## config.mk

```make
export PLATFORM = sky130hd
export DESIGN_NAME = bankers_resource_safety_checker_top
export DESIGN_NICKNAME = d
export VERILOG_FILES = /design/src/rtl/brsc_pkg.sv /design/src/rtl/bankers_resource_safety_checker_top.sv
export SDC_FILE = /design/constraint.sdc
export NUM_CORES = 1
export LEC_CHECK = 0
export BUFFER_PORTS_ARGS = -buffer_cell sky130_fd_sc_hd__buf_2
export CORE_AREA = 5 5 352 354
export DETAILED_ROUTE_END_ITERATION = 10
export DIE_AREA = 0 0 357 359
export GPL_TIMING_DRIVEN = 0
export PLACE_DENSITY = 0.37
export SETUP_SLACK_MARGIN = 0.05
export SYNTH_ARGS = -nofsm -noshare
export SYNTH_HDL_FRONTEND = slang
export SYNTH_SLANG_ARGS = --single-unit
```

## constraint.sdc

```tcl
create_clock -name i_clk -period 23.2 [get_ports i_clk]
set_clock_uncertainty 0.05 [all_clocks]
set_input_delay 0 -clock i_clk [delete_from_list [all_inputs] [get_ports i_clk]]
set_output_delay 0 -clock i_clk [all_outputs]
set_load 0.02 [all_outputs]
```

## src/rtl/brsc_pkg.sv

```systemverilog
// ----------------------------------------------------------------------------
// brsc_pkg
// Shared constants and types for the resource safety checker.
// ----------------------------------------------------------------------------
`default_nettype none

package brsc_pkg;

    localparam int NUM_PROCS = 8;
    localparam int NUM_RES   = 3;

    localparam int CNT_W  = 8;
    localparam int WORK_W = 12;
    localparam int OP_W   = 3;
    localparam int PROC_W = 3;
    localparam int STAT_W = 2;

    localparam int IDX_W  = (NUM_PROCS > 1) ? $clog2(NUM_PROCS) : 1;
    localparam int DONE_W = $clog2(NUM_PROCS + 1);

    localparam logic [WORK_W-1:0] WORK_MAX = {WORK_W{1'b1}};

    typedef logic [CNT_W-1:0]                 t_cnt;
    typedef logic [NUM_RES-1:0][CNT_W-1:0]    t_row;
    typedef logic [NUM_RES-1:0][WORK_W-1:0]   t_work;

    typedef enum logic [OP_W-1:0] {
        OP_LOAD_MAX   = 3'd0,
        OP_LOAD_ALLOC = 3'd1,
        OP_SET_AVAIL  = 3'd2,
        OP_REQUEST    = 3'd3,
        OP_RELEASE    = 3'd4,
        OP_CHECK      = 3'd5
    } t_op;

    typedef enum logic [STAT_W-1:0] {
        ST_OK      = 2'd0,
        ST_REFUSED = 2'd1,
        ST_UNSAFE  = 2'd2
    } t_status;

endpackage

`default_nettype wire

```

## src/rtl/bankers_resource_safety_checker_top.sv

```systemverilog
// ----------------------------------------------------------------------------
// bankers_resource_safety_checker_top
// Deadlock-avoidance checker: max/allocation tables, available vector,
// request/release bookkeeping and an iterative safety scan.
// ----------------------------------------------------------------------------
// Usage:
//   Input channel (i_in_valid / o_in_ready) carries one operation beat:
//   load max row, load allocation row, set available, request, release or
//   check. Output channel (o_out_valid / i_out_ready) returns result beats;
//   every operation ends with a beat that has o_last set.
//   A table operation runs through the execute and emit states, and the
//   next beat can be accepted once the sequencer is back in idle.
//   A check scans one process per cycle through a single compare/add row
//   unit; a pass covers NUM_PROCS processes and at most NUM_PROCS passes
//   run. A safe scan is followed by NUM_PROCS sequence beats, one per cycle
//   when not stalled; an unsafe scan ends with a single unsafe beat.
//   One item is worked on at a time; o_in_ready is high only while idle.
//   The output register lets the next beat be accepted while a result waits.
//   A stalled receiver holds the result beat and pauses the sequencer.
//   Reset clears the max and allocation tables and the available vector to zero.
// ----------------------------------------------------------------------------
`default_nettype none

module bankers_resource_safety_checker_top (
    input  wire logic                         i_clk,
    input  wire logic                         i_rst_n,
    input  wire logic                         i_in_valid,
    output logic                              o_in_ready,
    input  wire logic [brsc_pkg::OP_W-1:0]    i_operation,
    input  wire logic [brsc_pkg::PROC_W-1:0]  i_process,
    input  wire logic [brsc_pkg::CNT_W-1:0]   i_count_0,
    input  wire logic [brsc_pkg::CNT_W-1:0]   i_count_1,
    input  wire logic [brsc_pkg::CNT_W-1:0]   i_count_2,
    output logic                              o_out_valid,
    input  wire logic                         i_out_ready,
    output logic [brsc_pkg::STAT_W-1:0]       o_status,
    output logic [brsc_pkg::PROC_W-1:0]       o_seq_process,
    output logic                              o_last
);
    import brsc_pkg::*;

    typedef enum logic [4:0] {
        S_IDLE = 5'b00001,
        S_EXEC = 5'b00010,
        S_SCAN = 5'b00100,
        S_EMIT = 5'b01000,
        S_OUT  = 5'b10000
    } t_state;

    t_state                r_state, n_state;
    t_op                   r_op, n_op;
    logic                  r_bad, n_bad;
    t_row                  r_cnt, n_cnt;
    logic [IDX_W-1:0]      r_idx, n_idx;
    logic [IDX_W-1:0]      r_oidx, n_oidx;
    logic [DONE_W-1:0]     r_done, n_done;
    logic [NUM_PROCS-1:0]  r_fin, n_fin;
    logic                  r_found, n_found;
    t_work                 r_work, n_work;
    t_status               r_pend, n_pend;

    t_row                  r_max [NUM_PROCS];
    t_row                  r_alloc [NUM_PROCS];
    t_row                  r_avail;
    logic [IDX_W-1:0]      r_seq [NUM_PROCS];

    logic                  r_out_valid, n_out_valid;
    t_status               r_out_status, n_out_status;
    logic [PROC_W-1:0]     r_out_seq, n_out_seq;
    logic                  r_out_last, n_out_last;

    // shared row unit
    t_row                  w_mrow, w_arow, w_nrow;
    t_work                 w_work_add;
    logic                  w_fits;
    logic                  w_slot;
    logic                  w_max_we, w_alloc_we, w_avail_we, w_seq_we;
    t_row                  w_alloc_d, w_avail_d;
    logic [CNT_W:0]        w_sum9;
    logic [WORK_W:0]       w_sum13;
    t_cnt                  w_cin [3];

    assign w_cin[0] = i_count_0;
    assign w_cin[1] = i_count_1;
    assign w_cin[2] = i_count_2;

    always_comb begin
        w_mrow = r_max[r_idx];
        w_arow = r_alloc[r_idx];
        w_fits = !r_fin[r_idx];
        w_sum13 = '0;
        for (int r = 0; r < NUM_RES; r++) begin
            w_nrow[r] = (w_mrow[r] >= w_arow[r]) ? (w_mrow[r] - w_arow[r]) : '0;
            if (WORK_W'(w_nrow[r]) > r_work[r]) begin
                w_fits = 1'b0;
            end
            w_sum13 = {1'b0, r_work[r]} + (WORK_W + 1)'(w_arow[r]);
            w_work_add[r] = w_sum13[WORK_W] ? WORK_MAX : w_sum13[WORK_W-1:0];
        end
    end

    assign w_slot = !r_out_valid || i_out_ready;

    always_comb begin
        n_state      = r_state;
        n_op         = r_op;
        n_bad        = r_bad;
        n_cnt        = r_cnt;
        n_idx        = r_idx;
        n_oidx       = r_oidx;
        n_done       = r_done;
        n_fin        = r_fin;
        n_found      = r_found;
        n_work       = r_work;
        n_pend       = r_pend;
        n_out_valid  = r_out_valid && !i_out_ready;
        n_out_status = r_out_status;
        n_out_seq    = r_out_seq;
        n_out_last   = r_out_last;
        w_max_we     = 1'b0;
        w_alloc_we   = 1'b0;
        w_avail_we   = 1'b0;
        w_seq_we     = 1'b0;
        w_alloc_d    = r_cnt;
        w_avail_d    = r_cnt;
        w_sum9       = '0;

        unique case (r_state)
            S_IDLE: begin
                if (i_in_valid) begin
                    n_op  = t_op'(i_operation);
                    n_bad = (32'(i_process) >= 32'(NUM_PROCS));
                    n_idx = IDX_W'(i_process);
                    for (int r = 0; r < NUM_RES; r++) begin
                        n_cnt[r] = w_cin[r];
                    end
                    if (t_op'(i_operation) == OP_CHECK) begin
                        n_idx   = '0;
                        n_fin   = '0;
                        n_done  = '0;
                        n_found = 1'b0;
                        for (int r = 0; r < NUM_RES; r++) begin
                            n_work[r] = WORK_W'(r_avail[r]);
                        end
                        n_state = S_SCAN;
                    end else begin
                        n_state = S_EXEC;
                    end
                end
            end
            S_EXEC: begin
                n_pend  = ST_OK;
                n_state = S_EMIT;
                case (r_op)
                    OP_SET_AVAIL: begin
                        w_avail_we = 1'b1;
                    end
                    OP_LOAD_MAX: begin
                        if (r_bad) n_pend = ST_REFUSED;
                        else w_max_we = 1'b1;
                    end
                    OP_LOAD_ALLOC: begin
                        if (r_bad) n_pend = ST_REFUSED;
                        else w_alloc_we = 1'b1;
                    end
                    OP_REQUEST: begin
                        for (int r = 0; r < NUM_RES; r++) begin
                            if (r_cnt[r] > w_nrow[r] || r_cnt[r] > r_avail[r]) begin
                                n_pend = ST_REFUSED;
                            end
                            w_avail_d[r] = r_avail[r] - r_cnt[r];
                            w_alloc_d[r] = w_arow[r] + r_cnt[r];
                        end
                        if (r_bad) n_pend = ST_REFUSED;
                        w_avail_we = (n_pend == ST_OK);
                        w_alloc_we = (n_pend == ST_OK);
                    end
                    OP_RELEASE: begin
                        for (int r = 0; r < NUM_RES; r++) begin
                            w_sum9 = {1'b0, r_avail[r]} + {1'b0, r_cnt[r]};
                            if (r_cnt[r] > w_arow[r] || w_sum9[CNT_W]) begin
                                n_pend = ST_REFUSED;
                            end
                            w_avail_d[r] = w_sum9[CNT_W-1:0];
                            w_alloc_d[r] = w_arow[r] - r_cnt[r];
                        end
                        if (r_bad) n_pend = ST_REFUSED;
                        w_avail_we = (n_pend == ST_OK);
                        w_alloc_we = (n_pend == ST_OK);
                    end
                    default: begin
                        n_pend = ST_REFUSED;
                    end
                endcase
            end
            S_SCAN: begin
                if (w_fits) begin
                    n_work        = w_work_add;
                    w_seq_we      = 1'b1;
                    n_done        = r_done + 1'b1;
                    n_fin[r_idx]  = 1'b1;
                    n_found       = 1'b1;
                end
                if (w_fits && r_done == DONE_W'(NUM_PROCS - 1)) begin
                    n_oidx  = '0;
                    n_state = S_OUT;
                end else if (r_idx == IDX_W'(NUM_PROCS - 1)) begin
                    if (!(r_found || w_fits)) begin
                        n_pend  = ST_UNSAFE;
                        n_state = S_EMIT;
                    end else begin
                        n_idx   = '0;
                        n_found = 1'b0;
                    end
                end else begin
                    n_idx = r_idx + 1'b1;
                end
            end
            S_EMIT: begin
                if (w_slot) begin
                    n_out_valid  = 1'b1;
                    n_out_status = r_pend;
                    n_out_seq    = '0;
                    n_out_last   = 1'b1;
                    n_state      = S_IDLE;
                end
            end
            S_OUT: begin
                if (w_slot) begin
                    n_out_valid  = 1'b1;
                    n_out_status = ST_OK;
                    n_out_seq    = PROC_W'(r_seq[r_oidx]);
                    n_out_last   = (r_oidx == IDX_W'(NUM_PROCS - 1));
                    n_oidx       = r_oidx + 1'b1;
                    if (r_oidx == IDX_W'(NUM_PROCS - 1)) begin
                        n_state = S_IDLE;
                    end
                end
            end
            default: begin
                n_state = S_IDLE;
            end
        endcase
    end

    always_ff @(posedge i_clk) begin
        if (!i_rst_n) begin
            r_state     <= S_IDLE;
            r_out_valid <= 1'b0;
            r_avail     <= '0;
            for (int p = 0; p < NUM_PROCS; p++) begin
                r_max[p]   <= '0;
                r_alloc[p] <= '0;
            end
        end else begin
            r_state     <= n_state;
            r_out_valid <= n_out_valid;
            if (w_max_we)   r_max[r_idx]   <= r_cnt;
            if (w_alloc_we) r_alloc[r_idx] <= w_alloc_d;
            if (w_avail_we) r_avail        <= w_avail_d;
        end
    end

    always_ff @(posedge i_clk) begin
        r_op         <= n_op;
        r_bad        <= n_bad;
        r_cnt        <= n_cnt;
        r_idx        <= n_idx;
        r_oidx       <= n_oidx;
        r_done       <= n_done;
        r_fin        <= n_fin;
        r_found      <= n_found;
        r_work       <= n_work;
        r_pend       <= n_pend;
        r_out_status <= n_out_status;
        r_out_seq    <= n_out_seq;
        r_out_last   <= n_out_last;
        if (w_seq_we) r_seq[r_done[IDX_W-1:0]] <= r_idx;
    end

    assign o_in_ready    = (r_state == S_IDLE);
    assign o_out_valid   = r_out_valid;
    assign o_status      = r_out_status;
    assign o_seq_process = r_out_seq;
    assign o_last        = r_out_last;

    // a refused or unsafe beat is always a lone final beat with no process
    a_err_beat: assert property (@(posedge i_clk) disable iff (!i_rst_n)
        o_out_valid && o_status != ST_OK |-> o_seq_process == '0 && o_last)
        else $error("error beat carries a sequence entry or is not last");

    // sequence is emitted only after every process has finished
    a_all_fin: assert property (@(posedge i_clk) disable iff (!i_rst_n)
        r_state == S_OUT |-> &r_fin)
        else $error("sequence output with unfinished processes");

    a_done_cnt: assert property (@(posedge i_clk) disable iff (!i_rst_n)
        r_state == S_SCAN |-> 32'(r_done) < 32'(NUM_PROCS))
        else $error("finished count overran during scan");

    // an accepted beat always starts work
    a_accept: assert property (@(posedge i_clk) disable iff (!i_rst_n)
        i_in_valid && o_in_ready |=> r_state == S_EXEC || r_state == S_SCAN)
        else $error("accepted beat did not start an operation");

endmodule

`default_nettype wire
```

-- After elaboration in Yosys (flattened, before gate mapping)
Memory sizes are Yosys's and may differ from the RTL's. A register that Yosys moved wholly into a read port is not among the register bits.
Cells that the tools add are included.
- add/sub/neg operators: 21
- order comparisons: 17
- eq/ne operators: 26
- muxes and demuxes: 106
- bitwise operators: 1
- reductions and logical operators: 33
- operators by type and width (kind ; number):
    36-bit 2-to-1 mux ; 3
    24-bit 2-to-1 mux ; 4
    24-bit case mux with 2 select lines ; 2
    8-bit greater-than comparator ; 9
    36-bit case mux with 2 select lines ; 1
    8-bit subtractor ; 9
    8-bit 2-to-1 mux ; 6
    24-bit OR reduction ; 2
    3-bit 2-to-1 mux ; 15
    12-bit by 8-bit adder with 13-bit output ; 3
    8-bit by 12-bit greater-than comparator with 1-bit output ; 3
    12-bit 2-to-1 mux ; 3
    5-bit 2-to-1 mux ; 7
    1-bit 2-to-1 mux ; 34
    8-bit by 8-bit adder with 9-bit output ; 3
    2-bit 2-to-1 mux ; 13
    5-bit case mux with 5 select lines ; 1
    8-bit adder ; 3
    8-bit >= comparator ; 3
    2-bit != test (second input constant) ; 9
    3-bit case mux with 2 select lines ; 3
    8-bit case mux with 2 select lines ; 1
    3-bit equality test (second input constant) ; 4
    4-bit 2-to-1 mux ; 3
    34 further kinds ; 60
- bits in registers: 120
- RAM bits: 408
- bits of input ports: 34
- output and inout port bits: 8
- word-level logic and storage cells: 228
- memories: 3
- memories (name ; depth ; bits a word ; rd ports ; clocked after Yosys merged registers in ; write ports ; line ; text):
    r_alloc ; 8 ; 24 ; 1 ; 1 ; 8 ; bankers_resource_safety_checker_top.sv:63 ; t_row r_alloc [NUM_PROCS];
    r_max ; 8 ; 24 ; 1 ; 1 ; 8 ; bankers_resource_safety_checker_top.sv:62 ; t_row r_max [NUM_PROCS];
    r_seq ; 8 ; 3 ; 1 ; 1 ; 1 ; bankers_resource_safety_checker_top.sv:65 ; logic [IDX_W-1:0] r_seq [NUM_PROCS];

-- Longest topological paths before layout
- word-level depth: 17
- mapped depth: 30
- depth with buffers taken out: 25

-- Worst setup path before layout
No wires, ideal clock.
- kind: reg-to-reg
- start point: reg with a tool-made name
- end point: reg r_done[0], enable pin
- setup time: 527 ps
- arrival time: 8375 ps
- data required time: 22623 ps
- path slack: 14248 ps
- cell stages (with the launch flop): 24
- buffers on the path: 3
- clock period less this slack: 8952 ps
- cells stage by stage: dfxtp_1 > clkbuf_1 > buf_2 > buf_1 > mux4_2 > mux2i_1 > inv_1 > fa_1 > nor2b_1 > o21ai_0 > nand2b_1 > a21o_1 > a21o_1 > o21ai_0 > a21oi_1 > nand2b_1 > inv_1 > ha_1 > nor2b_1 > o211ai_1 > a21oi_1 > o21ai_0 > nand4_1 > a21boi_0
- RTL lines (element ; line ; text):
    end signal, assigned ; bankers_resource_safety_checker_top.sv:270 ; r_done <= n_done;
    end, declared ; bankers_resource_safety_checker_top.sv:56 ; logic [DONE_W-1:0] r_done, n_done;

==> impl_results.md <==
- Outcome: finished with violations
- Failing checks: capacitance limit, slew limit
- Die span in x: around 360 µm
- Initial antenna violation count: 2
- Commonest non-fill, non-tap cell in the layout: edfxtp_1
- Vias: 21.7k
- Initial core utilization: between 20 and 25%
- Setup slack after layout: 13,020 ps
- Reg2reg end: r_alloc[6][14]
- Max-Cap Viols: 1
- Yosys warns: 0
- Cell count of the worst hold path: 2
- Worst Hold End: r_cnt[0]
- EDFF count, synth: 498
- R2R Setup Slk: 13,020 ps
- Clk sinks: 534
- Vias in the first global route: 21.8k
- RSZ-0062 raised after global routing: false
- Pwr dens: 136 nW/µm²
- Slew headroom: -2.44%
- Post-route DRC: 0
- PortBufs: slightly above 40
- Routed len/inst: 25.4 µm
- CP dominant cell by count: a21oi_1
- Vias/cell: 4.89
- Worst Min Path Start: i_count_0[0]
- Top-Level Pins: between 40 and 50
- Layout cells sized above 1: about an eighth
- Pleak: 13.9 nW
- Worst-Skew Late Latency: 640 ps
- Peak VDD IR: 0.0000679 V
- Final Max Slew Viols: 9
- Cell Area, Synth: 29,900 µm²
- Total gr overflow: 0
- CTS Root Cell: clkbuf_16
- Post-Synthesis Cells: 2,562
- Busiest metal layer after global routing: met2
- Fraction of registers with async set/reset: 0%
- First-pass GRT wire length: roughly 160,000 µm
- DRT Pass-1 Iters: 6
- Hold crit path type: input pin to register
- Top post-synthesis cells by area: edfxtp_1, ha_1, mux4_2
- Worst-path clk slew: 60 ps
- Critical path launch point type: register
- # H-tree levels: 3
- Row cnt: 128
- Most used flip-flop cell after synthesis: edfxtp_1
- Non-filler cells in the finished layout: 4,426
- Fmax: 0.0982 GHz
- Top cell type's share of synthesized area: between 50% and 60%
- Syn Area/Cell: 11.7 µm²
- Core Area: around 120,000 µm²
- Die Area: 128,000 µm²
- CP max stage delay: 1170 ps
- Register area share after synthesis: 52.5%
- Nets@finish: 2,991
- Die height: 359 µm
- Critical Path AT: 10,460 ps
- DP HPWL: 81,600 µm
- R2R cell count: 29
- Tcrit/Tclk final: 43.9%
- Final Critical Period: 10,180 ps
- Fin Setup TNS: 0 ps
- Drt initial violations: 1,933
- CTS tree: yes
- Commonest cells after routing, fill and taps aside: edfxtp_1, nor2_1, ha_1, inv_1, nand2_1
- Flops & latches, synth: 534
- Met1 Use GR: 24.0%
- Slowest CP cell: o41ai_1
- Clock Path Buffers: 3
- Final Hold Vio Count: 0
- Final WL: 113,000 µm
- Synth unique cells: 74
- GPL Wtd Cong: approximately 0.9
- Syn Nets: 2,808
- Met3 Use GR: 2.29%
- CP Max Fanout: 13
- Met2 Use GR: between 20% and 30%
- Placement Setup Slack: 12,600 ps
- ANT nets after route: 0
- Worst path required time: between 20,000 and 25,000 ps
- Dpl cells: 4,249
- Largest net degree at the start of global routing: 28
- Total GRT Usage: 17.2%
- Cell taking the most area after synthesis: edfxtp_1
- Syn-to-layout area delta: 18.0%
- CTS buffer count: 70
- Crit end category: register
- Measured slew at the worst slew-check pin: 1520 ps
- CP Class: register to register
- Setup violators final: 0
[logic make-up (layout without fill, tap and decap cells)]
family | Yosys count | in the layout | synth area share [%]
simple gates | 878 | 878 | 13.3
flops | 534 | 534 | 52.5
compound gates | 444 | 444 | 9.82
buf+inv | 276 | 513 | 3.64
fa+ha+maj | 212 | 212 | 9.33
mux | 161 | 161 | 9.78
xor+xnor | 57 | 57 | 1.67
other cells | 0 | 2 | 0
[per-stage QoR]
step | total power [W] | hold WS (ps) | instance area [µm²] | utilization (%)
after floorplan | 0.00289 | 48.9 | 29900 | -
after global routing | 0.00513 | 27.9 | 35300 | 29.2
final | 0.00479 | 42.5 | 35300 | 29.2
after detailed placement | 0.00372 | 128 | 32500 | 26.9
after CTS | 0.00485 | 4.55 | 35200 | 29.1
after global placement | 0.00370 | 127 | 32100 | 26.6
[cells in the mapped netlist (18+ instances only)]
cell,count
edfxtp_1,498
nor2_1,433
ha_1,194
nand2_1,150
inv_1,149
a21oi_1,123
mux4_2,102
o21ai_0,93
clkbuf_1,85
and3_1,81
nor3_1,52
a21o_1,36
dfxtp_1,36
xnor2_1,34
mux2i_1,33
nand3_1,33
nor2b_1,32
mux2_2,26
buf_2,25
xor2_1,23
nand2b_1,20
nand4_1,20
a221oi_1,19
fa_1,18
[metal layers]
metal,wire length [µm],vias to the layer above
met5,0,-
met4,2630,0
met3,4650,144
met2,53100,544
met1,52200,11100
li1,-,9848
[repair_timing]
item / in CTS / in global routing
endpoints found under the hold margin: 48 / 0
resized for setup: 0 / 0
buffers inserted: 0 / 0
hold buffers: 47 / 0
[flip-flops by register name (all words and copies together), names as in the netlist, named ones only]
| register | cells |
|---|---|
| r_alloc | 192 |
| r_max | 192 |
| r_work | 36 |
| r_avail | 24 |
| r_cnt | 24 |
| r_seq | 24 |
| r_fin | 8 |
| r_state | 5 |
| r_done | 4 |
| o_seq_process | 3 |
| r_idx | 3 |
| r_oidx | 3 |
| r_op | 3 |
| o_status | 2 |
| r_pend | 2 |
| o_last | 1 |
| o_out_valid | 1 |
| r_found | 1 |
[critical path: cells and delay by family (launching register included)]
family,cells,cell delay (ps)
DFF,1,310
AOI/OAI and AO/OA,10,2960
buffers and inverters,7,2680
adders and majority gates,3,790
muxes,2,1030
and+or+nand+nor,7,2000
[report_power, final]
| part | switching, W | internal (W) | total (W) |
|---|---|---|---|
| sequential | 0.000102 | 0.00115 | 0.00125 |
| combinational | 0.00153 | 0.000931 | 0.00246 |
| clock | 0.000447 | 0.000638 | 0.00108 |
| total | 0.00208 | 0.00271 | 0.00479 |
[cell type report]
cell class | instances | area, µm²
timing repair buffer | 111 | 1020
clock inverter | 36 | 368
sequential | 534 | 15700
clock buffer | 90 | 1870
inverter | 149 | 559
antenna | 2 | 5.00
fill | 12500 | 85500
multi-input combinational | 1752 | 13200
tap | 1625 | 2030
buffer | 127 | 528
[how the worst max path moves through the flow]
| stage | cells past startpoint | start | slack (ps) | endpoint |
|---|---|---|---|---|
| 2_1_floorplan | 23 | register | 14250 | r_done[0] |
| 3_3_place_gp | 23 | register | 8210 | r_work[15] |
| 3_5_place_dp | 28 | register | 12600 | r_alloc[6][9] |
| 4_1_cts | 28 | register | 12610 | r_alloc[6][6] |
| 5_1_grt | 29 | register | 12450 | r_alloc[6][14] |
| 6_report | 29 | register | 13020 | r_alloc[6][14] |
Note: power is estimated with default switching activity, not from simulation.
